[src/pfab_pkg.sv]
// pfab_pkg: shared types, register codes and helper functions for the
// pixel format alpha blender. No dependencies.
`default_nettype none

package pfab_pkg;

  // pixel formats
  localparam logic [1:0] FMT_RGB565 = 2'd0;
  localparam logic [1:0] FMT_RGB888 = 2'd1;
  localparam logic [1:0] FMT_RGBA   = 2'd2;
  localparam logic [1:0] FMT_PREMUL = 2'd3;

  localparam logic [24:0] KEY_NONE   = '1;
  localparam logic [16:0] RECIP_255  = 17'd65793;
  localparam int          NUM_W      = 17;
  localparam int          LANES      = 3;

  // configuration register indexes
  typedef enum logic [2:0] {
    REG_SRC_FMT   = 3'd0,
    REG_DST_FMT   = 3'd1,
    REG_SRC_KEY   = 3'd2,
    REG_DST_KEY   = 3'd3,
    REG_GALPHA    = 3'd4,
    REG_GALPHA_EN = 3'd5
  } pfab_reg_t;

  typedef struct packed {
    logic [1:0]  src_fmt;
    logic [1:0]  dst_fmt;
    logic [24:0] src_key;
    logic [24:0] dst_key;
    logic [7:0]  galpha;
    logic        galpha_en;
  } pfab_cfg_t;

  // one pixel pair as it travels down the pipeline
  typedef struct packed {
    logic        copy;
    logic [15:0] copy_px;
    logic        premul;
    logic [7:0]  s_r, s_g, s_b, s_a;
    logic [7:0]  d_r, d_g, d_b, d_a;
    logic [15:0] m_r, m_g, m_b, m_a;
    logic [15:0] dc_r, dc_g, dc_b;
    logic [15:0] di_r, di_g, di_b, di_a;
    logic [23:0] dx_r, dx_g, dx_b;
    logic [7:0]  o_r, o_g, o_b, o_a;
    logic [7:0]  p_r, p_g, p_b;
    logic [16:0] n_r, n_g, n_b;
  } pfab_item_t;

  // exact x / 255 for x up to 255 * 255
  function automatic logic [7:0] div255(input logic [15:0] x);
    logic [16:0] s;
    s = {1'b0, x} + 17'd1 + {9'd0, x[15:8]};
    return s[15:8];
  endfunction

  // pack channels into the destination format
  function automatic logic [31:0] encode_px(input logic [1:0] fmt, input logic [7:0] r,
                                            input logic [7:0] g, input logic [7:0] b,
                                            input logic [7:0] a, input logic [24:0] key);
    logic [31:0] px;
    case (fmt)
      FMT_RGB565: begin
        if (a == 8'd0 && key != KEY_NONE) px = {16'd0, key[15:0]};
        else px = {16'd0, r[7:3], g[7:2], b[7:3]};
      end
      FMT_RGB888: begin
        if (a == 8'd0 && key != KEY_NONE) px = {8'd0, key[23:0]};
        else px = {8'd0, b, g, r};
      end
      default: px = {a, b, g, r};
    endcase
    return px;
  endfunction

endpackage

`default_nettype wire

[src/pfab_encode.sv]
// pfab_encode: picks the blend case, re-encodes into the destination
// format and holds the output register. Uses pfab_pkg.
`default_nettype none

module pfab_encode import pfab_pkg::*; (
  input  wire logic       clk,
  input  wire logic       rst,
  input  wire logic       adv,
  input  wire pfab_cfg_t  cfg,
  input  wire logic       in_valid,
  input  wire pfab_item_t in_item,
  output logic            valid,
  output logic [31:0]     pixel
);

  logic [7:0]  r, g, b, a;
  logic [31:0] pixel_next;

  // choose the result channels
  always_comb begin
    if (in_item.s_a == 8'd0) begin
      {r, g, b, a} = {in_item.d_r, in_item.d_g, in_item.d_b, in_item.d_a};
    end else if (in_item.s_a == 8'd255) begin
      {r, g, b, a} = {in_item.s_r, in_item.s_g, in_item.s_b, in_item.s_a};
    end else if (in_item.d_a == 8'd255) begin
      {r, g, b, a} = {in_item.o_r, in_item.o_g, in_item.o_b, 8'd255};
    end else begin
      {r, g, b, a} = {in_item.p_r, in_item.p_g, in_item.p_b, in_item.o_a};
    end
    if (in_item.copy) pixel_next = {16'd0, in_item.copy_px};
    else pixel_next = encode_px(cfg.dst_fmt, r, g, b, a, cfg.dst_key);
  end

  // output register
  always_ff @(posedge clk) begin
    if (rst) begin
      valid <= 1'b0;
    end else if (adv) begin
      valid <= in_valid;
    end
  end

  always_ff @(posedge clk) begin
    if (adv) begin
      pixel <= pixel_next;
    end
  end

endmodule

`default_nettype wire

[config.mk]
export PLATFORM = sky130hd
export DESIGN_NAME = pfab_encode
export DESIGN_NICKNAME = d
export VERILOG_FILES = /design/src/pfab_pkg.sv /design/src/pfab_encode.sv
export SDC_FILE = /design/constraint.sdc
export NUM_CORES = 1
export LEC_CHECK = 0
export BUFFER_PORTS_ARGS = -buffer_cell sky130_fd_sc_hd__buf_4
export CELL_PAD_IN_SITES_DETAIL_PLACEMENT = 1
export CELL_PAD_IN_SITES_GLOBAL_PLACEMENT = 1
export CORE_AREA = 2 2 207 209
export DETAILED_ROUTE_END_ITERATION = 8
export DIE_AREA = 0 0 209 211
export GPL_TIMING_DRIVEN = 0
export HOLD_SLACK_MARGIN = 0.06
export PLACE_DENSITY_LB_ADDON = 0.3
export SLEW_MARGIN = 30
export SYNTH_ARGS = -nofsm -noshare
export SYNTH_HDL_FRONTEND = slang
export SYNTH_SLANG_ARGS = --single-unit
[constraint.sdc]
create_clock -name clk -period 2.1 [get_ports clk]
set_input_delay 0.105 -clock clk [delete_from_list [all_inputs] [get_ports clk]]
set_output_delay 0.105 -clock clk [all_outputs]
set_load 0.01 [all_outputs]
==> results.sh <==
export IMPL_cts_htree_levels=2
export IMPL_reg2reg_slack_ps=1510
export IMPL_syn_cell_area_sq_mm=0.00344
export IMPL_p_leak_nw=2.83
export IMPL_final_setup_skew_ps=0
export IMPL_clock_path_buffers=2
export IMPL_arrival_ps=2330
export IMPL_endpoint_kind="flop"
export IMPL_synth_top_area_share=0.279
export IMPL_synth_top_cell_by_area="edfxtp_1"
export IMPL_routabilityCongestion=0.734
export IMPL_crit_type="in -> reg"
export IMPL_relSlewSlack=0.425
export IMPL_p_sw_uw=768
export IMPL_synth_common_cells="42 x mux2i_1, 32 x edfxtp_1, 25 x nand2_1"
export IMPL_seq_power_share=0.300
export IMPL_tightest_slew_ps=862
export IMPL_cp_required_ps=2230
export IMPL_wire_per_inst_microns=22.3
export IMPL_die_area_sq_mm=0.0441
export IMPL_dr_wl_met2_microns=11400
export IMPL_p_int_mw=1.93
export IMPL_chipHeight_microns=211
export IMPL_period_share=1.05
export IMPL_clock_power_share=0.369
export IMPL_row_count=75
export IMPL_dp_hpwl_microns=21100
export IMPL_final_setup_viol_count=18
export IMPL_p_sw_frac=0.284
export IMPL_ys_seq_area_frac=0.285
export IMPL_vias_per_cell=3.55
export IMPL_cts_buffers=5
export IMPL_slew_violations=0
export IMPL_grt_pass1_vias=4236
export IMPL_max_cap_violations=0
export IMPL_crit_path_start_kind="primary input"
export IMPL_clkLatencyLatePin_ps=290
export IMPL_initial_utilization=0.0824
export IMPL_grt_pass1_wl_microns=33100
export IMPL_power_density_mw_per_mm2=409
export IMPL_syn_nets=822
export IMPL_highest_layer="met5"
export IMPL_tns_ps=-1000
export IMPL_synthDistinctLibCells=54
export IMPL_fin_area_sq_mm=0.00660
export IMPL_syn_instance_count=318
export IMPL_fmax_mhz=455
export IMPL_vias=3932
export IMPL_synth_most_common_cell="mux2i_1"
export IMPL_dpl_worst_slack_ps=-1480
export IMPL_hold_viol=0
export IMPL_irDropWorstVdd_v=0.000308
export IMPL_place_area_sq_mm=0.00567
export IMPL_period_needed_ps=2200
export IMPL_io_pins=537
export IMPL_total_power_mw=2.70
export IMPL_drt_initial_drc_count=182
export IMPL_worstHoldPathType="in -> reg"
export IMPL_grt_overflow=0
export IMPL_cp_max_fo=10
export IMPL_met1_length_microns=11200
export IMPL_violations="setup timing"
export IMPL_fin_util=0.158
export IMPL_portBuffers=199
export IMPL_fp_coreArea_sq_mm=0.0418
export IMPL_cpMaxStageDelayCell="or4_4"
export IMPL_finalNonFillerCells=1108
export IMPL_nNetsFinal=1066
export IMPL_drt_pre_antenna_iters=4
export IMPL_fin_ws_ps=-95.6
export IMPL_synth_area_leaders="edfxtp_1 28%, mux2i_1 12%, mux4_2 9.2%, mux2_2 5.9%, o211ai_2 3.6%"
export IMPL_dp_cells=1056
export IMPL_final_layout_size_suffix_gt1_frac=0.627
export IMPL_ant_nets=0
export IMPL_clk_pin_slew_ps=60
export IMPL_fill_cells=4828
export IMPL_synth_avg_cell_area_sq_um=10.8
export IMPL_cts_root_buf="clkbuf_16"
export IMPL_clkSinkCount=33
export IMPL_routed_wl_microns=24700
export IMPL_ys_ff_latch=33
export IMPL_synth_flop_cell="edfxtp_1"
export IMPL_grt_max_degree=34
export IMPL_grtUsageTotal=0.109
export IMPL_status="finished with violations"
export IMPL_combPwrFrac=0.330
export IMPL_synth_edf_count=32
export IMPL_wl_met3_microns=1640
export IMPL_antenna_found_initial=7
export IMPL_ys_warnings_count=0
export IMPL_area_delta_synth_final_pct=91.7
export IMPL_synth_async_sr_flop_share=0
export IMPL_cts_tree="done"
export IMPL_die_width_microns=209
export IMPL_crit_chain="buf_4 > or4_4 > or3_4 > o41ai_4 > buf_4 > o2111ai_4 > or4_4 > buf_8 > o211ai_4"
export IMPL_drc=0
export IMPL_rsz0062_at_grt="true"
export IMPL_hold_ws_ps=107
export IMPL_critPathMaxStageDelay_ps=550
-- cell families after synthesis --
logic type / Yosys count / synth area share
mux: 74 / 0.273
buf+inv: 37 / 0.0527
flops: 33 / 0.285
simple gates: 86 / 0.146
compound gates: 88 / 0.243
-- area by class of cell --
type	count	area (sq um)	area share
Multi-Input combinational cell	248	2590	0.392
Inverter	11	41.3	0.00626
Clock inverter	3	65.1	0.00986
Clock buffer	5	125	0.0190
Tap cell	539	674	0.102
Timing Repair Buffer	238	1880	0.285
Buffer	25	226	0.0343
Antenna cell	6	15.0	0.00227
Sequential cell	33	981	0.149
-- registers in the layout (all words and copies together) (netlist names) --
name,cells
valid,1
pixel,32
-- routing by layer --
layer / vias up / GRT usage
met4: 4 / 0.0330
li1: 1823 / -
met2: 166 / 0.176
met5: - / 0
met3: 15 / 0.0230
met1: 1924 / 0.146
-- worst max-delay path, delay by kind of cell --
| kind | cells | cell delay, ps |
|---|---|---|
| buffers and inverters | 3 | 500 |
| and+or+nand+nor | 3 | 1360 |
| AOI/OAI and AO/OA | 3 | 360 |
-- cells in the final DEF, fill, tap and decap left out, drive strengths merged, types with 2 or more instances in the layout --
master,n
buf,250
mux2i,42
edfxtp,32
nand2,26
mux2,18
clkbuf,16
mux4,14
o211ai,13
nand3b,12
nand4,11
inv,11
nor2,11
a32oi,9
o21ai,9
a211o,8
a2111o,8
o221ai,8
diode,6
a22oi,6
o221a,6
nor4,4
nand3,4
or2,3
or4,3
o31ai,3
a211oi,3
nor3,3
o211a,2
and3,2
a2111oi,2
bufinv,2
and4,2
and2,2
a21oi,2
-- final timing paths --
| kind | from | end | depth (start not counted) |
|---|---|---|---|
| max | in_item[390] | pixel[11]$_DFFE_PP_ | 9 |
| min | in_valid | valid$_SDFFE_PP0P_ | 3 |
| max reg2reg | valid$_SDFFE_PP0P_ | valid$_SDFFE_PP0P_ | 2 |
| min reg2reg | valid$_SDFFE_PP0P_ | valid$_SDFFE_PP0P_ | 2 |
-- power by group through the flow --
| stage | combinational [mW] | clock (mW) | sequential [mW] |
|---|---|---|---|
| after floorplan | 0.253 | 0 | 0.854 |
| after CTS | 0.899 | 1.02 | 0.812 |
| after global placement | 0.835 | 0 | 0.824 |
| final | 0.892 | 0.997 | 0.811 |
| after detailed placement | 0.839 | 0 | 0.826 |
| after global routing | 0.960 | 1.04 | 0.816 |
-- what timing repair did --
| item | in CTS | in global routing |
|---|---|---|
| buffers inserted | 28 | 9 |
| hold buffers | 1 | 0 |
| endpoints found under the hold margin | 1 | 0 |
| gates cloned | 1 | 0 |
| endpoints found under the setup margin | 24 | 24 |
| gates resized for setup | 66 | 18 |
| pin swaps | 17 | 10 |
(Power assumes the default switching activity.)
