`src/pfab_pkg.sv`:
```
// pfab_pkg: shared types, register codes and helper functions for the
// pixel format alpha blender. No dependencies.
`default_nettype none

package pfab_pkg;

  // pixel formats
  localparam logic [1:0] FMT_RGB565 = 2'd0;
  localparam logic [1:0] FMT_RGB888 = 2'd1;
  localparam logic [1:0] FMT_RGBA   = 2'd2;
  localparam logic [1:0] FMT_PREMUL = 2'd3;

  localparam logic [24:0] KEY_NONE   = '1;
  localparam logic [16:0] RECIP_255  = 17'd65793;
  localparam int          NUM_W      = 17;
  localparam int          LANES      = 3;

  // configuration register indexes
  typedef enum logic [2:0] {
    REG_SRC_FMT   = 3'd0,
    REG_DST_FMT   = 3'd1,
    REG_SRC_KEY   = 3'd2,
    REG_DST_KEY   = 3'd3,
    REG_GALPHA    = 3'd4,
    REG_GALPHA_EN = 3'd5
  } pfab_reg_t;

  typedef struct packed {
    logic [1:0]  src_fmt;
    logic [1:0]  dst_fmt;
    logic [24:0] src_key;
    logic [24:0] dst_key;
    logic [7:0]  galpha;
    logic        galpha_en;
  } pfab_cfg_t;

  // one pixel pair as it travels down the pipeline
  typedef struct packed {
    logic        copy;
    logic [15:0] copy_px;
    logic        premul;
    logic [7:0]  s_r, s_g, s_b, s_a;
    logic [7:0]  d_r, d_g, d_b, d_a;
    logic [15:0] m_r, m_g, m_b, m_a;
    logic [15:0] dc_r, dc_g, dc_b;
    logic [15:0] di_r, di_g, di_b, di_a;
    logic [23:0] dx_r, dx_g, dx_b;
    logic [7:0]  o_r, o_g, o_b, o_a;
    logic [7:0]  p_r, p_g, p_b;
    logic [16:0] n_r, n_g, n_b;
  } pfab_item_t;

  // exact x / 255 for x up to 255 * 255
  function automatic logic [7:0] div255(input logic [15:0] x);
    logic [16:0] s;
    s = {1'b0, x} + 17'd1 + {9'd0, x[15:8]};
    return s[15:8];
  endfunction

  // pack channels into the destination format
  function automatic logic [31:0] encode_px(input logic [1:0] fmt, input logic [7:0] r,
                                            input logic [7:0] g, input logic [7:0] b,
                                            input logic [7:0] a, input logic [24:0] key);
    logic [31:0] px;
    case (fmt)
      FMT_RGB565: begin
        if (a == 8'd0 && key != KEY_NONE) px = {16'd0, key[15:0]};
        else px = {16'd0, r[7:3], g[7:2], b[7:3]};
      end
      FMT_RGB888: begin
        if (a == 8'd0 && key != KEY_NONE) px = {8'd0, key[23:0]};
        else px = {8'd0, b, g, r};
      end
      default: px = {a, b, g, r};
    endcase
    return px;
  endfunction

endpackage

`default_nettype wire

```
`src/pfab_div.sv`:
```
// pfab_div: pipelined restoring divider, one quotient bit per stage for
// three colour lanes, divisor is the output alpha. Uses pfab_pkg.
`default_nettype none

module pfab_div import pfab_pkg::*; (
  input  wire logic       clk,
  input  wire logic       rst,
  input  wire logic       adv,
  input  wire logic       in_valid,
  input  wire pfab_item_t in_item,
  output logic            valid,
  output pfab_item_t      item
);

  logic             v   [0:NUM_W];
  pfab_item_t       it  [0:NUM_W];
  logic [7:0]       rem [0:NUM_W][LANES];
  logic [NUM_W-1:0] nq  [0:NUM_W][LANES];

  // stage zero is the incoming item
  assign v[0]      = in_valid;
  assign it[0]     = in_item;
  assign rem[0][0] = '0;
  assign rem[0][1] = '0;
  assign rem[0][2] = '0;
  assign nq[0][0]  = in_item.n_r;
  assign nq[0][1]  = in_item.n_g;
  assign nq[0][2]  = in_item.n_b;

  for (genvar k = 1; k <= NUM_W; k++) begin : g_step
    logic [8:0] rs [LANES];
    logic       ge [LANES];

    // one restoring step per lane
    always_comb begin
      for (int l = 0; l < LANES; l++) begin
        rs[l] = {rem[k-1][l], nq[k-1][l][NUM_W-1]};
        ge[l] = (rs[l] >= {1'b0, it[k-1].o_a});
      end
    end

    always_ff @(posedge clk) begin
      if (rst) begin
        v[k] <= 1'b0;
      end else if (adv) begin
        v[k] <= v[k-1];
      end
    end

    always_ff @(posedge clk) begin
      if (adv) begin
        it[k] <= it[k-1];
        for (int l = 0; l < LANES; l++) begin
          rem[k][l] <= ge[l] ? 8'(rs[l] - {1'b0, it[k-1].o_a}) : rs[l][7:0];
          nq[k][l]  <= {nq[k-1][l][NUM_W-2:0], ge[l]};
        end
      end
    end
  end

  // quotients replace the premultiplied colours on the way out
  always_comb begin
    item     = it[NUM_W];
    item.p_r = nq[NUM_W][0][7:0];
    item.p_g = nq[NUM_W][1][7:0];
    item.p_b = nq[NUM_W][2][7:0];
  end

  assign valid = v[NUM_W];

endmodule

`default_nettype wire

```
`config.mk`:
```
export PLATFORM = sky130hd
export DESIGN_NAME = pfab_div
export DESIGN_NICKNAME = d
export VERILOG_FILES = /design/src/pfab_pkg.sv /design/src/pfab_div.sv
export SDC_FILE = /design/constraint.sdc
export NUM_CORES = 2
export LEC_CHECK = 0
export BUFFER_PORTS_ARGS = -buffer_cell sky130_fd_sc_hd__buf_2
export CORE_AREA = 2 2 862 864
export DETAILED_ROUTE_END_ITERATION = 6
export DIE_AREA = 0 0 864 866
export GPL_TIMING_DRIVEN = 0
export PLACE_DENSITY = 0.48
export SETUP_SLACK_MARGIN = 0.4
export SYNTH_ARGS = -nofsm -noshare
export SYNTH_HDL_FRONTEND = slang
export SYNTH_SLANG_ARGS = --single-unit
```
`constraint.sdc`:
```
create_clock -name clk -period 2.7 [get_ports clk]
set_input_delay 0.54 -clock clk [delete_from_list [all_inputs] [get_ports clk]]
set_output_delay 0.54 -clock clk [all_outputs]
set_load 0.01 [all_outputs]
```
==> impl_results.md <==
- Part of the Yosys area used for sequential elements: between 90 and 100%
- Clock Skew: between 0.08 and 0.09 ns
- Die Y: ~870 um
- Area growth from synthesis to layout: 22.5%
- Worst-path clk slew: about 0.060 ns
- Layout Nets: roughly 14000
- Reg2reg setup slack: roughly 0.24 ns
- Synth unique cells: between 60 and 70
- I/O Pins: 879
- Synth top area share: between 80% and 90%
- Number of port buffers: 853
- Die ar.: 0.748 mm2
- Post-synth ARST share: 0%
- CTS tree: yes
- Initial core utilization: between 30% and 40%
- Row count: approximately 320
- Total Wirelength: roughly 400 mm
- Crit path launch type: input pin
- Setup TNS: 0 ns
- Final Core Density: between 40% and 50%
- Launch point of the worst reg-to-reg path: it[3571]
- Longest Clk Path Bufs: 4
- Leading cell type in the layout, fill and taps excluded: edfxtp_1
- Cells after synthesis: roughly 11000
- Worst slew pin tran: between 1 and 1.5 ns
- Post-DP HPWL: between 200 and 250 mm
- CP Data Arrival Time: approximately 3.2 ns
- Largest net degree at the start of global routing: 183
- Overflow after GRT: 0
- Yosys warnings: 0
- Cell Area, Synth: around 0.25 mm2
- Synthesis-stage register bit count: 7530
- Status: finished clean
- Rel. slew slack: 24.7%
- Core Footprint: approximately 0.74 mm2
- Vias per cell: 4.19
- Maxcap violations: 0
- Gr usage total: between 10% and 20%
- CP Capture Type: flip-flop
- R2R depth: 7
- Setup CP Type: input pin to flip-flop
- Worst IR Drop VDD: around 630 uV
- DRC: 0
- Number of global-route vias before repair: between 90000 and 100k
- TritonRoute pass-1 iters: 7
- Final min period: between 2 and 2.5 ns
- Worst Hold Class: input pin to flip-flop
- Syn_nets: about 12000
- Setup violators final: 0
- Final Hold Vio Count: 0
- DR WL/cell: 17.1 um
- RR Endpoint: g_step[11].rs[17]
- Layout cell share with drive strength beyond 1: 24.3%
- Clock root buffer: clkbuf_16
- Max Slew Vio Count: 0
- Mapped Avg Cell Area: between 20 and 25 um2
- Post-synth EDFFs: approximately 7500
- Worst-Skew Late Latency: between 1 and 1.5 ns
- Hold endpoint: item[117]
- Pwr/cell area: 905 mW/mm2
- Leak: between 100 and 150 nW
- Peak fanout along the critical path: a little over 90
- Initial antenna violation count: 66
- GPL Wtd Cong: roughly 0.74
- Post-DRT Antenna Nets: 0
- Post-synth top flop: edfxtp_1
- Fmax: between 0.4 and 0.5 GHz
- Inserted Clock Buffers: 781
- Worst hold stages: 2
- Synth area leaders: edfxtp_1 (90%), ha_1 (1.9%), buf_4 (1.3%)
- Hold Startpoint: adv
- Placed Instances: 21600
- Die width: ~860 um
- DR vias: about 100k
- Area leader, netlist: edfxtp_1
- First-pass GRT wire length: 611 mm
- Final Cycle Share: between 90% and 100%
- Layout Cells excl Fill: between 20000 and 25000
- # H-tree levels: 6
- Number of DRC markers in iteration 0: between 6000 and 7000
- Highest-count cells in the layout ignoring fill and taps: edfxtp_1 (7513), buf_2 (847), clkbuf_16 (786)
- Unrepaired setup endpoints after global routing: yes
- Req. time, crit path: 3.43 ns
- CTS sink count: around 7500
## worst max path at each step
stage,depth (start not counted),from,to,slack (ns)
floorplan,7,it[4446],g_step[9].rs[3],0.35
global placement,1,adv,it[2561],-124.60
detailed placement,12,adv,it[2561],-6.54
CTS,2,item[196],item[196],0.05
global route,2,item[324],item[324],0.10
finish,8,adv,it[6901],0.22
## where the power goes
| part | leakage (nW) | switching (mW) | total [mW] | internal (mW) |
|---|---|---|---|---|
| clock network | 12.2 | 44.5 | 104 | 60.0 |
| logic | 22.7 | 15.4 | 30.4 | 15.0 |
| registers | 73.6 | 3.29 | 143 | 140 |
## routing by layer
metal,share of wire (%),routed length [um],track usage [%],up-vias
met3,4.5,18600,2.13,862
met2,48,196000,17.2,1743
li1,-,-,-,48000
met1,45,183000,14.3,50000
met5,0.026,107,0,-
met4,3.1,12700,3.33,18
## area by class of cell
type / instances / area (um2)
diodes: 13 / 32.5
repair buffers: 1842 / 16800
inverters: 305 / 1170
well taps: 9858 / 12300
flip-flops and latches: 7530 / 226000
plain buffers: 460 / 3440
clock inverters: 461 / 4880
multi-input cells: 2552 / 22300
clock buffers: 973 / 20300
fillers: 64800 / 431000
## registers in the layout (all words and copies together) (netlist names)
signal	cells
it	6608
item	437
g_step.rs	384
nq	84
v	16
valid	1
## through the flow
step                hold slack, ns  power [mW]  worst slack [ns]  instance area [um2]
floorplan                    0.400         161             0.354               251000
global route                0.0455         291             0.105               307000
detailed placement           0.405         171             -6.54               269000
CTS                       0.000405         280            0.0462               303000
global placement             0.400         149           -124.60               268000
finish                       0.160         278             0.218               307000
## critical path, stage by stage
cell	delay [ns]
buf_16	0.17
buf_16	0.20
buf_16	0.22
buf_16	0.26
buf_16	0.28
buf_16	0.34
buf_16	0.33
buf_16	0.43
## cell families (layout without fill, tap and decap cells)
logic type	after synthesis	after routing	share of synthesized area, %
compound gates	845	845	2.28
xor+xnor	146	146	0.510
fa+ha+maj	435	435	2.30
buf+inv	765	4041	1.80
flops	7530	7530	90.1
mux	330	330	1.42
other cells	0	13	0
simple gates	796	796	1.62
## synthesized netlist by cell type (all sizes together) (8+ instances only)
| cell type | count |
|---|---|
| o311ai | 8 |
| o31a | 40 |
| or4 | 28 |
| mux2 | 201 |
| nand2 | 170 |
| fa | 45 |
| edfxtp | 7513 |
| or3 | 28 |
| inv | 305 |
| a21oi | 225 |
| or2 | 9 |
| a31o | 10 |
| a41oi | 17 |
| buf | 445 |
| xnor2 | 101 |
| o21bai | 19 |
| o211ai | 27 |
| a211oi | 39 |
| nor3 | 63 |
| ha | 390 |
| clkbuf | 15 |
| o31ai | 14 |
| nand2b | 64 |
| nand3 | 87 |
| o211a | 11 |
| nor2 | 178 |
| dfxtp | 17 |
| a31oi | 8 |
| and2 | 15 |
| and3 | 14 |
| a21boi | 22 |
| nor2b | 89 |
| or4b | 13 |
| o21a | 68 |
| o21ai | 187 |
| a221oi | 12 |
| mux2i | 129 |
| xor2 | 45 |
| a21o | 104 |
| nor4 | 27 |
## timing repair
item | CTS | global route
pin swaps | 21 | 138
buffers inserted | 48 | 256
hold endpoints to repair | 647 | 0
gates resized for setup | 40 | 575
cloned | 101 | 2
hold buffers | 534 | 0
setup endpoints to repair | 6808 | 2247
No activity file was read; power rests on OpenSTA's default activity.
