### config.mk
export PLATFORM = sky130hd
export DESIGN_NAME = pfab_front
export DESIGN_NICKNAME = d
export VERILOG_FILES = /design/src/pfab_pkg.sv /design/src/pfab_front.sv
export SDC_FILE = /design/constraint.sdc
export NUM_CORES = 2
export LEC_CHECK = 0
export BUFFER_PORTS_ARGS = -buffer_cell sky130_fd_sc_hd__buf_2
export CORE_MARGIN = 2
export CORE_UTILIZATION = 45
export DETAILED_ROUTE_END_ITERATION = 7
export PLACE_DENSITY = 0.72
export SLEW_MARGIN = 15
export SYNTH_ARGS = -nofsm -noshare
export SYNTH_HDL_FRONTEND = slang
export SYNTH_SLANG_ARGS = --single-unit
### constraint.sdc
create_clock -name clk -period 9.1 [get_ports clk]
set_input_delay 1.82 -clock clk [delete_from_list [all_inputs] [get_ports clk]]
set_output_delay 1.82 -clock clk [all_outputs]
set_load 0.005 [all_outputs]
### src/pfab_pkg.sv
// pfab_pkg: shared types, register codes and helper functions for the
// pixel format alpha blender. No dependencies.
`default_nettype none

package pfab_pkg;

  // pixel formats
  localparam logic [1:0] FMT_RGB565 = 2'd0;
  localparam logic [1:0] FMT_RGB888 = 2'd1;
  localparam logic [1:0] FMT_RGBA   = 2'd2;
  localparam logic [1:0] FMT_PREMUL = 2'd3;

  localparam logic [24:0] KEY_NONE   = '1;
  localparam logic [16:0] RECIP_255  = 17'd65793;
  localparam int          NUM_W      = 17;
  localparam int          LANES      = 3;

  // configuration register indexes
  typedef enum logic [2:0] {
    REG_SRC_FMT   = 3'd0,
    REG_DST_FMT   = 3'd1,
    REG_SRC_KEY   = 3'd2,
    REG_DST_KEY   = 3'd3,
    REG_GALPHA    = 3'd4,
    REG_GALPHA_EN = 3'd5
  } pfab_reg_t;

  typedef struct packed {
    logic [1:0]  src_fmt;
    logic [1:0]  dst_fmt;
    logic [24:0] src_key;
    logic [24:0] dst_key;
    logic [7:0]  galpha;
    logic        galpha_en;
  } pfab_cfg_t;

  // one pixel pair as it travels down the pipeline
  typedef struct packed {
    logic        copy;
    logic [15:0] copy_px;
    logic        premul;
    logic [7:0]  s_r, s_g, s_b, s_a;
    logic [7:0]  d_r, d_g, d_b, d_a;
    logic [15:0] m_r, m_g, m_b, m_a;
    logic [15:0] dc_r, dc_g, dc_b;
    logic [15:0] di_r, di_g, di_b, di_a;
    logic [23:0] dx_r, dx_g, dx_b;
    logic [7:0]  o_r, o_g, o_b, o_a;
    logic [7:0]  p_r, p_g, p_b;
    logic [16:0] n_r, n_g, n_b;
  } pfab_item_t;

  // exact x / 255 for x up to 255 * 255
  function automatic logic [7:0] div255(input logic [15:0] x);
    logic [16:0] s;
    s = {1'b0, x} + 17'd1 + {9'd0, x[15:8]};
    return s[15:8];
  endfunction

  // pack channels into the destination format
  function automatic logic [31:0] encode_px(input logic [1:0] fmt, input logic [7:0] r,
                                            input logic [7:0] g, input logic [7:0] b,
                                            input logic [7:0] a, input logic [24:0] key);
    logic [31:0] px;
    case (fmt)
      FMT_RGB565: begin
        if (a == 8'd0 && key != KEY_NONE) px = {16'd0, key[15:0]};
        else px = {16'd0, r[7:3], g[7:2], b[7:3]};
      end
      FMT_RGB888: begin
        if (a == 8'd0 && key != KEY_NONE) px = {8'd0, key[23:0]};
        else px = {8'd0, b, g, r};
      end
      default: px = {a, b, g, r};
    endcase
    return px;
  endfunction

endpackage

`default_nettype wire

### src/pfab_front.sv
// pfab_front: five register stages of multiplies and divisions by 255
// that build the blend numerators. Uses pfab_pkg.
`default_nettype none

module pfab_front import pfab_pkg::*; (
  input  wire logic       clk,
  input  wire logic       rst,
  input  wire logic       adv,
  input  wire pfab_cfg_t  cfg,
  input  wire logic       in_valid,
  input  wire pfab_item_t in_item,
  output logic            valid,
  output pfab_item_t      item
);

  logic       v  [1:5];
  pfab_item_t st [1:5];
  pfab_item_t nx [1:5];

  logic [7:0]  inv;
  logic [40:0] est_r, est_g, est_b;
  logic [23:0] rm_r, rm_g, rm_b;
  logic [15:0] q_r, q_g, q_b;

  always_comb begin
    // global alpha products and destination colour times its alpha
    nx[1] = in_item;
    nx[1].m_r  = 16'(in_item.s_r * cfg.galpha);
    nx[1].m_g  = 16'(in_item.s_g * cfg.galpha);
    nx[1].m_b  = 16'(in_item.s_b * cfg.galpha);
    nx[1].m_a  = 16'(in_item.s_a * cfg.galpha);
    nx[1].dc_r = 16'(in_item.d_r * in_item.d_a);
    nx[1].dc_g = 16'(in_item.d_g * in_item.d_a);
    nx[1].dc_b = 16'(in_item.d_b * in_item.d_a);

    // scale source alpha, and premultiplied source colours, by global alpha when enabled
    nx[2] = st[1];
    if (cfg.galpha_en) begin
      nx[2].s_a = div255(st[1].m_a);
      if (st[1].premul) begin
        nx[2].s_r = div255(st[1].m_r);
        nx[2].s_g = div255(st[1].m_g);
        nx[2].s_b = div255(st[1].m_b);
      end
    end

    // premultiply and destination weight products
    inv = 8'd255 - st[2].s_a;
    nx[3] = st[2];
    nx[3].m_r  = 16'(st[2].s_r * st[2].s_a);
    nx[3].m_g  = 16'(st[2].s_g * st[2].s_a);
    nx[3].m_b  = 16'(st[2].s_b * st[2].s_a);
    nx[3].di_r = 16'(st[2].d_r * inv);
    nx[3].di_g = 16'(st[2].d_g * inv);
    nx[3].di_b = 16'(st[2].d_b * inv);
    nx[3].di_a = 16'(st[2].d_a * inv);
    nx[3].dx_r = 24'(st[2].dc_r * inv);
    nx[3].dx_g = 24'(st[2].dc_g * inv);
    nx[3].dx_b = 24'(st[2].dc_b * inv);

    // opaque results, output alpha, reciprocal estimate of wide quotients
    nx[4] = st[3];
    nx[4].p_r = st[3].premul ? st[3].s_r : div255(st[3].m_r);
    nx[4].p_g = st[3].premul ? st[3].s_g : div255(st[3].m_g);
    nx[4].p_b = st[3].premul ? st[3].s_b : div255(st[3].m_b);
    nx[4].o_r = nx[4].p_r + div255(st[3].di_r);
    nx[4].o_g = nx[4].p_g + div255(st[3].di_g);
    nx[4].o_b = nx[4].p_b + div255(st[3].di_b);
    nx[4].o_a = st[3].s_a + div255(st[3].di_a);
    est_r = st[3].dx_r * RECIP_255;
    est_g = st[3].dx_g * RECIP_255;
    est_b = st[3].dx_b * RECIP_255;
    nx[4].m_r = est_r[39:24];
    nx[4].m_g = est_g[39:24];
    nx[4].m_b = est_b[39:24];

    // correct the estimate and form numerators
    rm_r = st[4].dx_r - ({st[4].m_r, 8'd0} - {8'd0, st[4].m_r});
    rm_g = st[4].dx_g - ({st[4].m_g, 8'd0} - {8'd0, st[4].m_g});
    rm_b = st[4].dx_b - ({st[4].m_b, 8'd0} - {8'd0, st[4].m_b});
    q_r = st[4].m_r + {15'd0, (rm_r >= 24'd255)};
    q_g = st[4].m_g + {15'd0, (rm_g >= 24'd255)};
    q_b = st[4].m_b + {15'd0, (rm_b >= 24'd255)};
    nx[5] = st[4];
    nx[5].n_r = {1'b0, st[4].p_r, 8'd0} - {9'd0, st[4].p_r} + {1'b0, q_r};
    nx[5].n_g = {1'b0, st[4].p_g, 8'd0} - {9'd0, st[4].p_g} + {1'b0, q_g};
    nx[5].n_b = {1'b0, st[4].p_b, 8'd0} - {9'd0, st[4].p_b} + {1'b0, q_b};
  end

  // stage valids
  always_ff @(posedge clk) begin
    if (rst) begin
      for (int k = 1; k <= 5; k++) v[k] <= 1'b0;
    end else if (adv) begin
      v[1] <= in_valid;
      for (int k = 2; k <= 5; k++) v[k] <= v[k-1];
    end
  end

  // stage data
  always_ff @(posedge clk) begin
    if (adv) begin
      for (int k = 1; k <= 5; k++) st[k] <= nx[k];
    end
  end

  assign valid = v[5];
  assign item  = st[5];

endmodule

`default_nettype wire

==> summary.txt <==
Status
  – Result of the run: finished with violations
  – Failing checks: DRC

Global routing
  – Antenna violations before repair: 41
  – Pin count of the biggest net entering global routing: 175
  – Number of global-route vias before repair: 66920
  – GRT Util Overall: 20.36%
  – Wire length of the first global-routing pass: 383.6 mm
  – GRT overflow: 0

Final layout
  – Fillers: 20690
  – Signed area change from the synthesized netlist to the final layout: 8.148%
  – Post-layout net count: 11790
  – Fraction of final layout cells with drive strength greater than 1: 9.017%
  – Fin cells: approximately 13000

Timing
  – Total of endpoints with negative setup slack in the final report: 0
  – Worst clock skew: 0.06402 ns
  – Setup repair after global routing missed its margin: false
  – Final TNS setup: 0 ns
  – Share of the clock period used by the worst path: 87.39%
  – Highest Clock Rate: 125.8 MHz
  – Number of pins with negative max-slew slack in the final report: 0
  – Headroom to the max-slew limit: 20.60%
  – Post-layout minimum cycle time: 7.952 ns
  – Final-report hold violation count: 0
  – Slew at the pin closest to its max-slew limit: 1.178 ns

Synthesis
  – Leading post-synthesis cells by cell area: sky130_fd_sc_hd__edfxtp_1 42%, sky130_fd_sc_hd__fa_1 15%, sky130_fd_sc_hd__ha_1 14%
  – Proportion of register bits with asynchronous set or reset after synthesis: 0%
  – Most common flop cell mapped by yosys: sky130_fd_sc_hd__edfxtp_1
  – Xor/xnor share of the synthesized area: 3.622%
  – Adder-Cell Fraction of Synth Area: about 29%
  – Fraction of post-synthesis cell area in the top cell type by area: about two fifths
  – Share of synthesized cell area in and, or, nand and nor gates: 11.23%
  – Synth area leader: sky130_fd_sc_hd__edfxtp_1
  – Synthesized cell area: 107400 um^2
  – Syn Inst Count: 9113
  – Number of enable flip-flop cells after synthesis: 1498
  – Number of distinct library cell variants in the gate-level netlist after synthesis: just under 80
  – Number of synthesis warnings: 0
  – Mux contribution to synthesized area: 0.1515%
  – Main combinational cell family by area after synthesis: adder cells
  – Post-synthesis sequential area ratio: roughly two fifths
  – Post-Syn Nets: 11640
  – Number of synthesized register bits: 1498
  – Mapped Avg Cell Area: 11.78 um^2
  – Fraction of the mapped netlist area in compound gates: approximately 5.5%

Drt
  – Total length of routed wires: 247.8 mm
  – Routed wire per std cell: 19.70 um
  – Number of nets with antenna violations after detailed routing: 0
  – Number of vias after detailed routing: approximately 66000
  – Remaining design rule violation count: 1
  – Average via count per standard cell: 5.217
  – First DRT Iteration DRCs: ~5000
  – First-pass DRT Iterations: 8

Place
  – Cells after DPL: around 12000
  – GPL Wtd Cong: 0.9229
  – Detailed Place HPWL: 190.2 mm
  – PortBufs: 532

Clocking
  – H-tree lvl count: 4
  – Total clock buffers created by CTS: 165
  – Number of buffers between clock root and the deepest sink: 3
  – Resized cells post-CTS: 0
  – Master cell of the clock root buffer: sky130_fd_sc_hd__clkbuf_16
  – Worst-Skew Late Latency: about 0.84 ns
  – Post-CTS setup buffer count: 0
  – Clock transition time at the flip-flop clock pins of the worst setup and hold paths: around 0.06 ns
  – CTS tree: done
  – Hold bufs inserted after CTS: 0
  – CTS sink count: 1498

Worst setup path
  – Setup slack of the most critical reg-to-reg path: 1.15 ns
  – Highest fanout seen on the critical path: 6
  – Worst Path Required: 9.78 ns
  – Crit path arrival time: 8.63 ns
  – Critical setup path kind: reg2reg
  – Startpoint kind of the worst setup timing path: flop
  – Crit. End Element: flop

Hold path
  – Class of the tightest hold or removal check: reg2reg

Run
  – Maximum capacitance violations: 0

Floorplan
  – Total die area: ~240000 um^2
  – Row cnt: 179
  – Chip height: 492.5 um
  – Core area: approximately 240000 um^2
  – Number of top-level pins: 942
  – Starting density of the core: between 40% and 50%
  – Die extent in x: 492.5 um
-- path summary, 6_finish.rpt --
check | start | to | depth (start not counted)
worst max-delay path | st[0][2087]$_DFFE_PP_ | st[0][2234]$_DFFE_PP_ | 25
worst min-delay path | st[0][1929]$_DFFE_PP_ | st[0][2366]$_DFFE_PP_ | 0
worst max register to register | st[0][2087]$_DFFE_PP_ | st[0][2234]$_DFFE_PP_ | 25
worst min register to register | st[0][1929]$_DFFE_PP_ | st[0][2366]$_DFFE_PP_ | 0
-- cell families after synthesis --
logic type / count (synthesis)
buffers and inverters: 1961
XOR/XNOR: 444
flip-flops: 1498
AND/OR/NAND/NOR: 2272
adder cells (fa/ha/maj): 2025
multiplexers: 16
AO/OA/AOI/OAI: 897
-- synth_stat cells, drive strengths merged (14+ instances only) --
| library cell | instances |
|---|---|
| nand2b | 362 |
| xnor2 | 343 |
| nor2b | 369 |
| xor2 | 101 |
| a2111oi | 18 |
| o21a | 88 |
| edfxtp | 1498 |
| and2 | 399 |
| ha | 1220 |
| a21oi | 216 |
| nor2 | 331 |
| o41ai | 39 |
| o21bai | 31 |
| nor3 | 89 |
| and3 | 42 |
| nand2 | 478 |
| buf | 445 |
| a21boi | 52 |
| o31a | 20 |
| clkbuf | 149 |
| fa | 805 |
| or3 | 36 |
| mux2i | 14 |
| inv | 1367 |
| a21o | 60 |
| o211ai | 16 |
| nand3 | 84 |
| a211oi | 27 |
| o21ai | 217 |
| nand4 | 25 |
| a31oi | 21 |
-- critical path, stage by stage, from the launching register on --
cell and delay [ns]:
sky130_fd_sc_hd__edfxtp_1 0.56, sky130_fd_sc_hd__fa_1 0.57, sky130_fd_sc_hd__inv_1 0.05, sky130_fd_sc_hd__ha_1 0.28, sky130_fd_sc_hd__or4_1 0.53, sky130_fd_sc_hd__a211oi_1 0.48
sky130_fd_sc_hd__nor3_1 0.20, sky130_fd_sc_hd__nor4_1 0.44, sky130_fd_sc_hd__or4_1 0.18, sky130_fd_sc_hd__nand3b_1 0.07, sky130_fd_sc_hd__nor4_1 0.36, sky130_fd_sc_hd__o2111ai_1 0.23
sky130_fd_sc_hd__ha_1 0.25, sky130_fd_sc_hd__ha_1 0.32, sky130_fd_sc_hd__ha_1 0.31, sky130_fd_sc_hd__ha_1 0.23, sky130_fd_sc_hd__fa_1 0.46, sky130_fd_sc_hd__a21o_1 0.17
sky130_fd_sc_hd__a21oi_1 0.20, sky130_fd_sc_hd__o21ai_0 0.11, sky130_fd_sc_hd__a21o_1 0.23, sky130_fd_sc_hd__a21oi_1 0.23, sky130_fd_sc_hd__o21ai_0 0.18, sky130_fd_sc_hd__o41ai_2 0.40
sky130_fd_sc_hd__or4b_2 0.64, sky130_fd_sc_hd__o211ai_1 0.13
-- routing by layer --
layer	global-route usage, %	vias to the layer above	routed length [um]
met1	29.09	32920	112800
li1	-	30360	-
met5	0	-	97
met3	4.126	356	17790
met2	31.46	1979	110300
met4	5.736	16	6797
-- registers in the layout (all words and copies together) (netlist names) --
register / flops
st: 1493
v: 5
-- area by class of cell --
class | count | area [um^2] | area share, %
multi-input combinational | 5654 | 53380 | 45.97
sequential | 1498 | 44980 | 38.74
inverter | 1367 | 5131 | 4.419
clock buffer | 190 | 4244 | 3.655
tap | 3167 | 3963 | 3.412
timing repair buffer | 572 | 3141 | 2.705
clock inverter | 112 | 1230 | 1.059
antenna | 20 | 50.05 | 0.04310
-- layout by cell type (no fill, tap or decap), types with 32 or more instances in the layout --
cell type and count:
sky130_fd_sc_hd__nor2b_1 369, sky130_fd_sc_hd__o41ai_1 36, sky130_fd_sc_hd__a21o_1 60, sky130_fd_sc_hd__ha_1 1220, sky130_fd_sc_hd__buf_2 531, sky130_fd_sc_hd__clkinv_1 32
sky130_fd_sc_hd__nor3_1 89, sky130_fd_sc_hd__edfxtp_1 1498, sky130_fd_sc_hd__a21boi_0 52, sky130_fd_sc_hd__o21a_1 88, sky130_fd_sc_hd__clkbuf_16 166, sky130_fd_sc_hd__a21oi_1 215
sky130_fd_sc_hd__or3_1 36, sky130_fd_sc_hd__xnor2_1 343, sky130_fd_sc_hd__and3_1 42, sky130_fd_sc_hd__nand3_1 84, sky130_fd_sc_hd__o21ai_0 203, sky130_fd_sc_hd__nand2_1 477
sky130_fd_sc_hd__and2_1 399, sky130_fd_sc_hd__nand2b_1 362, sky130_fd_sc_hd__inv_1 1367, sky130_fd_sc_hd__xor2_1 101, sky130_fd_sc_hd__nor2_1 331, sky130_fd_sc_hd__fa_1 805
-- metrics by stage --
step	setup slack [ns]	instance area (um^2)	util (%)	hold slack, ns
after floorplan	2.147	107400	-	0.4003
after detailed placement	1.349	110600	46.54	0.4045
final	1.148	116100	48.87	0.3714
after global placement	1.393	110600	46.54	0.4005
after CTS	1.287	116100	48.84	0.3699
after global routing	0.7232	116100	48.85	0.3826
Power is not shown: default switching activity piles up to over one toggle a cycle in this logic, so the estimate is an artifact.
