<file path="src/pfab_pkg.sv">
// pfab_pkg: shared types, register codes and helper functions for the
// pixel format alpha blender. No dependencies.
`default_nettype none

package pfab_pkg;

  // pixel formats
  localparam logic [1:0] FMT_RGB565 = 2'd0;
  localparam logic [1:0] FMT_RGB888 = 2'd1;
  localparam logic [1:0] FMT_RGBA   = 2'd2;
  localparam logic [1:0] FMT_PREMUL = 2'd3;

  localparam logic [24:0] KEY_NONE   = '1;
  localparam logic [16:0] RECIP_255  = 17'd65793;
  localparam int          NUM_W      = 17;
  localparam int          LANES      = 3;

  // configuration register indexes
  typedef enum logic [2:0] {
    REG_SRC_FMT   = 3'd0,
    REG_DST_FMT   = 3'd1,
    REG_SRC_KEY   = 3'd2,
    REG_DST_KEY   = 3'd3,
    REG_GALPHA    = 3'd4,
    REG_GALPHA_EN = 3'd5
  } pfab_reg_t;

  typedef struct packed {
    logic [1:0]  src_fmt;
    logic [1:0]  dst_fmt;
    logic [24:0] src_key;
    logic [24:0] dst_key;
    logic [7:0]  galpha;
    logic        galpha_en;
  } pfab_cfg_t;

  // one pixel pair as it travels down the pipeline
  typedef struct packed {
    logic        copy;
    logic [15:0] copy_px;
    logic        premul;
    logic [7:0]  s_r, s_g, s_b, s_a;
    logic [7:0]  d_r, d_g, d_b, d_a;
    logic [15:0] m_r, m_g, m_b, m_a;
    logic [15:0] dc_r, dc_g, dc_b;
    logic [15:0] di_r, di_g, di_b, di_a;
    logic [23:0] dx_r, dx_g, dx_b;
    logic [7:0]  o_r, o_g, o_b, o_a;
    logic [7:0]  p_r, p_g, p_b;
    logic [16:0] n_r, n_g, n_b;
  } pfab_item_t;

  // exact x / 255 for x up to 255 * 255
  function automatic logic [7:0] div255(input logic [15:0] x);
    logic [16:0] s;
    s = {1'b0, x} + 17'd1 + {9'd0, x[15:8]};
    return s[15:8];
  endfunction

  // pack channels into the destination format
  function automatic logic [31:0] encode_px(input logic [1:0] fmt, input logic [7:0] r,
                                            input logic [7:0] g, input logic [7:0] b,
                                            input logic [7:0] a, input logic [24:0] key);
    logic [31:0] px;
    case (fmt)
      FMT_RGB565: begin
        if (a == 8'd0 && key != KEY_NONE) px = {16'd0, key[15:0]};
        else px = {16'd0, r[7:3], g[7:2], b[7:3]};
      end
      FMT_RGB888: begin
        if (a == 8'd0 && key != KEY_NONE) px = {8'd0, key[23:0]};
        else px = {8'd0, b, g, r};
      end
      default: px = {a, b, g, r};
    endcase
    return px;
  endfunction

endpackage

`default_nettype wire

</file>
<file path="src/pfab_decode.sv">
// pfab_decode: input register stage, unpacks both pixels into channels,
// applies colour keys and the direct copy path. Uses pfab_pkg.
`default_nettype none

module pfab_decode import pfab_pkg::*; (
  input  wire logic        clk,
  input  wire logic        rst,
  input  wire logic        adv,
  input  wire pfab_cfg_t   cfg,
  input  wire logic        in_valid,
  input  wire logic [31:0] src_pixel,
  input  wire logic [31:0] dst_pixel,
  output logic             valid,
  output pfab_item_t       item
);

  // returns {a, b, g, r}
  function automatic logic [31:0] decode_px(input logic [1:0] fmt, input logic [31:0] px,
                                            input logic [24:0] key);
    logic [31:0] c;
    case (fmt)
      FMT_RGB565: begin
        if (key == {9'd0, px[15:0]}) c = '0;
        else c = {8'hFF, px[4:0], 3'b000, px[10:5], 2'b00, px[15:11], 3'b000};
      end
      FMT_RGB888: begin
        if (key == {1'b0, px[23:0]}) c = '0;
        else c = {8'hFF, px[23:0]};
      end
      default: c = px;
    endcase
    return c;
  endfunction

  logic [31:0] sc, dc;
  pfab_item_t  item_next;

  // unpack and set up the copy path
  always_comb begin
    sc = decode_px(cfg.src_fmt, src_pixel, cfg.src_key);
    dc = decode_px(cfg.dst_fmt, dst_pixel, cfg.dst_key);
    item_next = '0;
    item_next.copy = (cfg.src_fmt == FMT_RGB565) && (cfg.dst_fmt == FMT_RGB565) &&
                     !cfg.galpha_en;
    if (cfg.src_key != KEY_NONE && src_pixel[15:0] == cfg.src_key[15:0])
      item_next.copy_px = dst_pixel[15:0];
    else
      item_next.copy_px = src_pixel[15:0];
    item_next.premul = (cfg.src_fmt == FMT_PREMUL);
    {item_next.s_a, item_next.s_b, item_next.s_g, item_next.s_r} = sc;
    {item_next.d_a, item_next.d_b, item_next.d_g, item_next.d_r} = dc;
  end

  // input register
  always_ff @(posedge clk) begin
    if (rst) begin
      valid <= 1'b0;
    end else if (adv) begin
      valid <= in_valid;
    end
  end

  always_ff @(posedge clk) begin
    if (adv) begin
      item <= item_next;
    end
  end

endmodule

`default_nettype wire

</file>
<file path="config.mk">
export PLATFORM = sky130hd
export DESIGN_NAME = pfab_decode
export DESIGN_NICKNAME = d
export VERILOG_FILES = /design/src/pfab_pkg.sv /design/src/pfab_decode.sv
export SDC_FILE = /design/constraint.sdc
export NUM_CORES = 1
export LEC_CHECK = 0
export ABC_AREA = 1
export BUFFER_PORTS_ARGS = -buffer_cell sky130_fd_sc_hd__buf_2
export CAP_MARGIN = 20
export CORE_AREA = 2 2 223 225
export DETAILED_ROUTE_END_ITERATION = 6
export DIE_AREA = 0 0 225 227
export GPL_TIMING_DRIVEN = 0
export SLEW_MARGIN = 0
export SYNTH_ARGS = -nofsm -noshare
export SYNTH_HDL_FRONTEND = slang
export SYNTH_SLANG_ARGS = --single-unit
</file>
<file path="constraint.sdc">
create_clock -name clk -period 1.5 [get_ports clk]
set_clock_uncertainty 0.2 [all_clocks]
set_input_delay 0 -clock clk [delete_from_list [all_inputs] [get_ports clk]]
set_output_delay 0 -clock clk [all_outputs]
set_load 0.1 [all_outputs]
</file>
==> results of run 1 <==
worst max-delay path: cells and delay by family:
family	cells	cell delay, ns
buffers and inverters	3	1.26
and+or+nand+nor	2	0.15
how the worst min path moves through the flow:
stage | from | end | slack (ns) | cells past startpoint
final | src_pixel[17] | item[396]$_DFFE_PP_ | -0.21 | 3
after detailed placement | rst | valid$_SDFFE_PP0P_ | -0.04 | 2
after CTS | src_pixel[17] | item[396]$_DFFE_PP_ | -0.23 | 3
after global placement | rst | valid$_SDFFE_PP0P_ | -0.04 | 2
after global routing | src_pixel[16] | item[395]$_DFFE_PP_ | -0.20 | 3
after floorplan | rst | valid$_SDFFE_PP0P_ | -0.13 | 1
repair_timing:
action,in CTS,in global routing
setup endpoints to repair,31,55
pin swaps,0,4
endpoints found under the hold margin,83,22
gates cloned,0,1
resized for setup,10,23
setup buffers,0,2
sequential cells by signal (all words and copies together), names as in the netlist:
register  cells
item         82
valid         1
logic make-up (layout without fill, tap and decap cells):
kind of cell | count (synthesis) | after routing | share of synthesized area
xor gates and xnor gates | 7 | 7 | 0.00811
other | 1 | 358 | 0.000496
buffers and inverters | 458 | 763 | 0.410
and+or+nand+nor | 395 | 395 | 0.232
AOI/OAI and AO/OA | 31 | 31 | 0.0205
DFF | 83 | 83 | 0.328
muxes | 1 | 1 | 0.00132
Yosys cell counts, drive strengths merged:
library cell,instances,area (um2)
inv,82,308
conb,1,3.75
buf,366,2750
nand3b,2,15.0
edfxtp,82,2460
o21ai,30,150
xnor2,3,26.3
nor3,4,20.0
dfxtp,1,20.0
nand2,195,732
nand4,5,31.3
nor2,49,204
nand3,140,748
a21oi,1,5.00
mux2i,1,10.0
clkbuf,10,37.5
xor2,4,35.0
per-layer routing:
layer  share of wire  GRT usage  up-vias
li1                -          -     3720
met1            0.40      0.119     3093
met2            0.49      0.163      392
met3           0.080     0.0191       34
met4           0.025     0.0389        4
met5         0.00086          0        -
power breakdown:
group,total (W),switching (W),internal [W]
Sequential,0.00286,0.0000574,0.00280
Combinational,0.00743,0.00621,0.00122
Clock,0.00254,0.000981,0.00155
Total,0.0128,0.00725,0.00557
through the flow:
step	setup WS, ns	total power [W]	setup TNS, ns
after CTS	0.0142	0.0128	0
final	0.00368	0.0128	0
after global placement	-0.707	0.0101	-84.51
after floorplan	0.0600	0.00939	0
after global routing	-0.000186	0.0132	-0.000186
after detailed placement	-0.536	0.0101	-29.68
area by class of cell:
cell class	count	area, um2	share of cell area
multi-input cells	789	3390	0.283
flip-flops and latches	83	2480	0.207
well taps	622	778	0.0650
clock inverters	2	60.1	0.00502
repair buffers	289	1880	0.157
inverters	82	308	0.0257
diodes	3	7.51	0.000627
plain buffers	376	2800	0.234
clock buffers	14	264	0.0221
==> flow_metrics.env, run 1 <==
export IMPL_critPathMaxFanout=3
export IMPL_hold_buffers=80
export IMPL_cts_buffers_inserted=9
export IMPL_rsz0062_at_grt="true"
export IMPL_cp_endpoint="item[399]$_DFFE_PP_"
export IMPL_dr_pass1_iters=4
export IMPL_syn_area_um2=7560
export IMPL_drive_gt1_frac=0.379
export IMPL_final_setup_viol_count=0
export IMPL_antenna_found_initial=8
export IMPL_finalWeightedCongestion=0.838
export IMPL_io_buffers=205
export IMPL_start_util=0.156
export IMPL_worstMarginPinSlew_ns=0.728
export IMPL_yosysSeqAreaShare=0.328
export IMPL_grt_pass1_wl_mm=36.6
export IMPL_place_hpwl_mm=21.9
export IMPL_syn_inst=976
export IMPL_vias_per_cell=3.20
export IMPL_layout_commonest_cell="buf_4"
export IMPL_ys_types=25
export IMPL_dieHeight_um=227
export IMPL_rows=81
export IMPL_final_util=0.247
export IMPL_synth_avg_cell_area_um2=7.75
export IMPL_grt_use_total=0.0960
export IMPL_crit_start="src_pixel[20]"
export IMPL_root_buffer="clkbuf_16"
export IMPL_fmax_mhz=668
export IMPL_p_leak_nw=6.69
export IMPL_globalRouteOverflowTotal=0
export IMPL_hold_ws_ns=-0.208
export IMPL_placed_cells=2158
export IMPL_final_area_um2=12000
export IMPL_outcome="complete, but fails checks"
export IMPL_drt_iter0_drc=438
export IMPL_wl_per_cell_um=11.9
export IMPL_critical_path_arrival_ns=1.41
export IMPL_cts_num_sinks=83
export IMPL_synth_seq_cells=83
export IMPL_cts_path_max_buffers=2
export IMPL_max_stage_delay_ns=0.59
export IMPL_antenna_left=0
export IMPL_drc=0
export IMPL_power_density_nw_per_um2=1070
export IMPL_first_global_vias=6241
export IMPL_yosysWarnings=0
export IMPL_critical_path_class="in -> reg"
export IMPL_die_area_um2=51100
export IMPL_post_dp_cell_area_um2=10700
export IMPL_finalNonFillerCells=2260
export IMPL_period_needed_ns=1.50
export IMPL_cts_tree="yes"
export IMPL_start_kind="primary input"
export IMPL_drv_cap=0
export IMPL_fillers=5302
export IMPL_r2r_setup_slack_ns=0.18
export IMPL_peakVddDrop_mv=0.525
export IMPL_die_w_um=225
export IMPL_slew_headroom=0.515
export IMPL_nets=1761
export IMPL_required_ns=1.41
export IMPL_drt_total_wl_mm=26.9
export IMPL_core_um2=48500
export IMPL_htreeDepth=3
export IMPL_path_clk_slew_ns=0.07
export IMPL_violations="negative hold slack"
export IMPL_r2r_start="valid$_SDFFE_PP0P_"
export IMPL_ios=569
export IMPL_crit_slowest_cell="dlygate4sd3_1"
export IMPL_finalHoldViolations=24
export IMPL_period_share=0.998
export IMPL_vias=7243
export IMPL_area_growth_synth_to_final_pct=58.4
export IMPL_worstHoldPathType="in -> reg"
export IMPL_path_common_cell="dlygate4sd3_1"
export IMPL_insertion_delay_ns=0.36
export IMPL_path_cells="buf_2 -> dlygate4sd3_1 -> nand2_1 -> dlygate4sd3_1 -> nand3_1"
export IMPL_reg2regPathDepth=3
export IMPL_critPathCaptureType="register"
export IMPL_final_cell_mix="buf_4, conb_1, buf_2"
export IMPL_maxSlewViolCount=0
export IMPL_reg2reg_to="valid$_SDFFE_PP0P_"
export IMPL_grt_max_degree=50
No activity file was read; power rests on OpenSTA's default activity.
==> inputs of run 2 (changes only) <==
- ABC_AREA: 1 -> not set
- CORE_AREA: 2 2 223 225 -> 2 2 218 220
- DIE_AREA: 0 0 225 227 -> 0 0 220 222
- PLACE_DENSITY_LB_ADDON: not set -> 0.2
==> flow_metrics.env, run 2 <==
export IMPL_cts_path_max_buffers=2
export IMPL_multiInputGateArea_um2=3230
export IMPL_layout_commonest_cell="buf_4"
export IMPL_fmax_mhz=531
export IMPL_final_area_um2=11800
export IMPL_antenna_found_initial=2
export IMPL_area_growth_synth_to_final_pct=73.6
export IMPL_die_w_um=220
export IMPL_finalHoldViolations=1
export IMPL_synth_top_area_share=0.392
export IMPL_antenna_left=0
export IMPL_core_um2=46300
export IMPL_syn_area_um2=6800
export IMPL_synthFlopType="edfxtp_1"
export IMPL_rows=79
export IMPL_post_dp_cell_area_um2=10100
export IMPL_worstMarginPinSlew_ns=1.01
export IMPL_htreeDepth=3
export IMPL_hold_ws_ns=-0.0420
export IMPL_fillers=5050
export IMPL_dr_pass1_iters=4
export IMPL_insertion_delay_ns=0.36
export IMPL_grt_pass1_wl_mm=33.7
export IMPL_globalRouteOverflowTotal=0
export IMPL_worstHoldPathType="in -> reg"
export IMPL_critPathMaxFanout=5
export IMPL_drive_gt1_frac=0.518
export IMPL_seq_area_um2=2480
export IMPL_start_kind="primary input"
export IMPL_final_setup_viol_count=72
export IMPL_drc=0
export IMPL_violations="negative hold slack, negative setup slack"
export IMPL_io_buffers=205
export IMPL_synth_seq_cells=83
export IMPL_reg_top3="item (82), valid (1)"
export IMPL_grt_use_total=0.0917
export IMPL_yosys_top_cells_area="buf_4, edfxtp_1, xor2_1, mux2_4, xnor2_1"
export IMPL_p_leak_nw=6.22
export IMPL_setup_ws_ns=-0.382
export IMPL_crit_slowest_cell="or4_4"
export IMPL_ys_types=36
export IMPL_required_ns=1.42
export IMPL_grt_max_degree=63
export IMPL_yosysSeqAreaShare=0.365
export IMPL_path_clk_slew_ns=0.07
export IMPL_ios=569
export IMPL_die_area_um2=48800
export IMPL_final_cell_mix="buf_4, conb_1, buf_2"
export IMPL_outcome="complete, but fails checks"
export IMPL_slew_headroom=0.325
export IMPL_nets=1463
export IMPL_first_global_vias=5691
export IMPL_critical_path_class="in -> reg"
export IMPL_syn_inst=672
export IMPL_drv_cap=0
export IMPL_synth_avg_cell_area_um2=10.1
export IMPL_path_cells="buf_8 -> xnor2_4 -> nand4_1 -> or4_4 -> o41a_4 -> bufbuf_16 -> and2_1"
export IMPL_wl_per_cell_um=12.5
export IMPL_synthMostInstantiatedCell="buf_4"
export IMPL_drt_total_wl_mm=24.3
export IMPL_period_share=1.25
export IMPL_critPathCaptureType="register"
export IMPL_place_hpwl_mm=19.4
export IMPL_cts_tree="yes"
export IMPL_vias=5827
export IMPL_peakVddDrop_mv=0.539
export IMPL_yosysWarnings=0
export IMPL_drt_iter0_drc=224
export IMPL_largest_register="item"
export IMPL_start_util=0.147
export IMPL_root_buffer="clkbuf_16"
export IMPL_maxSlewViolCount=0
export IMPL_cts_num_sinks=83
export IMPL_vias_per_cell=2.99
export IMPL_synthArstFlopShare=0
export IMPL_max_stage_delay_ns=0.52
export IMPL_largest_reg_flops=82
export IMPL_synth_edff_count=82
export IMPL_rsz0062_at_grt="true"
export IMPL_period_needed_ns=1.88
export IMPL_yosys_top_cells_count="buf_4, edfxtp_1, inv_1"
export IMPL_power_density_nw_per_um2=1070
export IMPL_dieHeight_um=222
export IMPL_critical_path_arrival_ns=1.81
export IMPL_cts_buffers_inserted=9
export IMPL_finalWeightedCongestion=0.819
export IMPL_synth_area_leader_cell="buf_4"
export IMPL_dp_slack_ns=-1.04
==> run 2: cell types whose count changed after synthesis, sizes merged, moves of 11 or more <==
cell | previous run | this run
a21oi | 1 | 21
a22o | 0 | 16
inv | 82 | 33
mux2 | 0 | 16
nand2 | 195 | 7
nand3 | 140 | 4
nor2 | 49 | 6
o21ai | 30 | 2
o32ai | 0 | 11
xnor2 | 3 | 16
xor2 | 4 | 32
==> run 2: worst paths after layout <==
path	endpoint	depth (start not counted)	from	slack, ns
worst max-delay path	item[372]$_DFFE_PP_	7	cfg[9]	-0.38
worst min-delay path	item[436]$_DFFE_PP_	3	cfg[59]	-0.04
worst max register to register	valid$_SDFFE_PP0P_	3	valid$_SDFFE_PP0P_	0.17
worst min register to register	valid$_SDFFE_PP0P_	3	valid$_SDFFE_PP0P_	0.84
==> run 2: through the flow <==
| stage | TNS [ns] | total power (W) | std cells | utilization |
|---|---|---|---|---|
| final | -14.93 | 0.0126 | 1946 | 0.255 |
| after CTS | -14.71 | 0.0126 | 1938 | 0.249 |
| after detailed placement | -62.80 | 0.00981 | 1839 | 0.217 |
| after global routing | -17.00 | 0.0130 | 1945 | 0.255 |
| after floorplan | -21.33 | 0.00918 | 1026 | - |
| after global placement | -118.51 | 0.00982 | 1838 | 0.217 |
==> run 2: what timing repair did <==
item / in CTS / in global routing
resized for setup: 70 / 44
hold buffers: 69 / 1
buffers inserted: 12 / 4
setup endpoints to repair: 80 / 100
endpoints found under the hold margin: 103 / 4
cloned: 3 / 1
pin swaps: 22 / 17
==> run 2: worst max-delay path, delay by kind of cell <==
kind / cells / cell delay, ns
AOI/OAI and AO/OA: 1 / 0.40
xor gates and xnor gates: 1 / 0.18
buffers and inverters: 2 / 0.38
and+or+nand+nor: 3 / 0.83
==> run 2: report_power, final <==
part	switching, W	internal (W)	total [W]
sequential	0.0000475	0.00278	0.00282
combinational	0.00604	0.00132	0.00735
clock	0.000980	0.00146	0.00244
==> run 2: logic make-up (layout without fill, tap and decap cells) <==
family          count (synthesis)  after routing  share of synthesized area
simple gates                   60             60                     0.0503
xor+xnor                       48             48                     0.0619
compound gates                 63             63                     0.0676
buf+inv                       400            711                      0.421
mux                            17             17                     0.0335
flops                          83             83                      0.365
other cells                     1            357                   0.000552
==> run 2: final cells by class <==
type,count,share of cell area
Antenna cell,2,0.000424
Buffer,367,0.235
Clock buffer,12,0.0200
Clock inverter,4,0.00636
Inverter,33,0.0105
Multi-Input combinational cell,543,0.274
Sequential cell,83,0.210
Tap cell,607,0.0644
Timing Repair Buffer,295,0.179
==> run 2: routing by layer <==
metal | GRT usage | wire (um) | vias up
li1 | - | - | 2869
met3 | 0.0257 | 2390 | 40
met5 | 0 | 13 | -
met1 | 0.0960 | 8690 | 2554
met4 | 0.0359 | 633 | 2
met2 | 0.171 | 12600 | 362
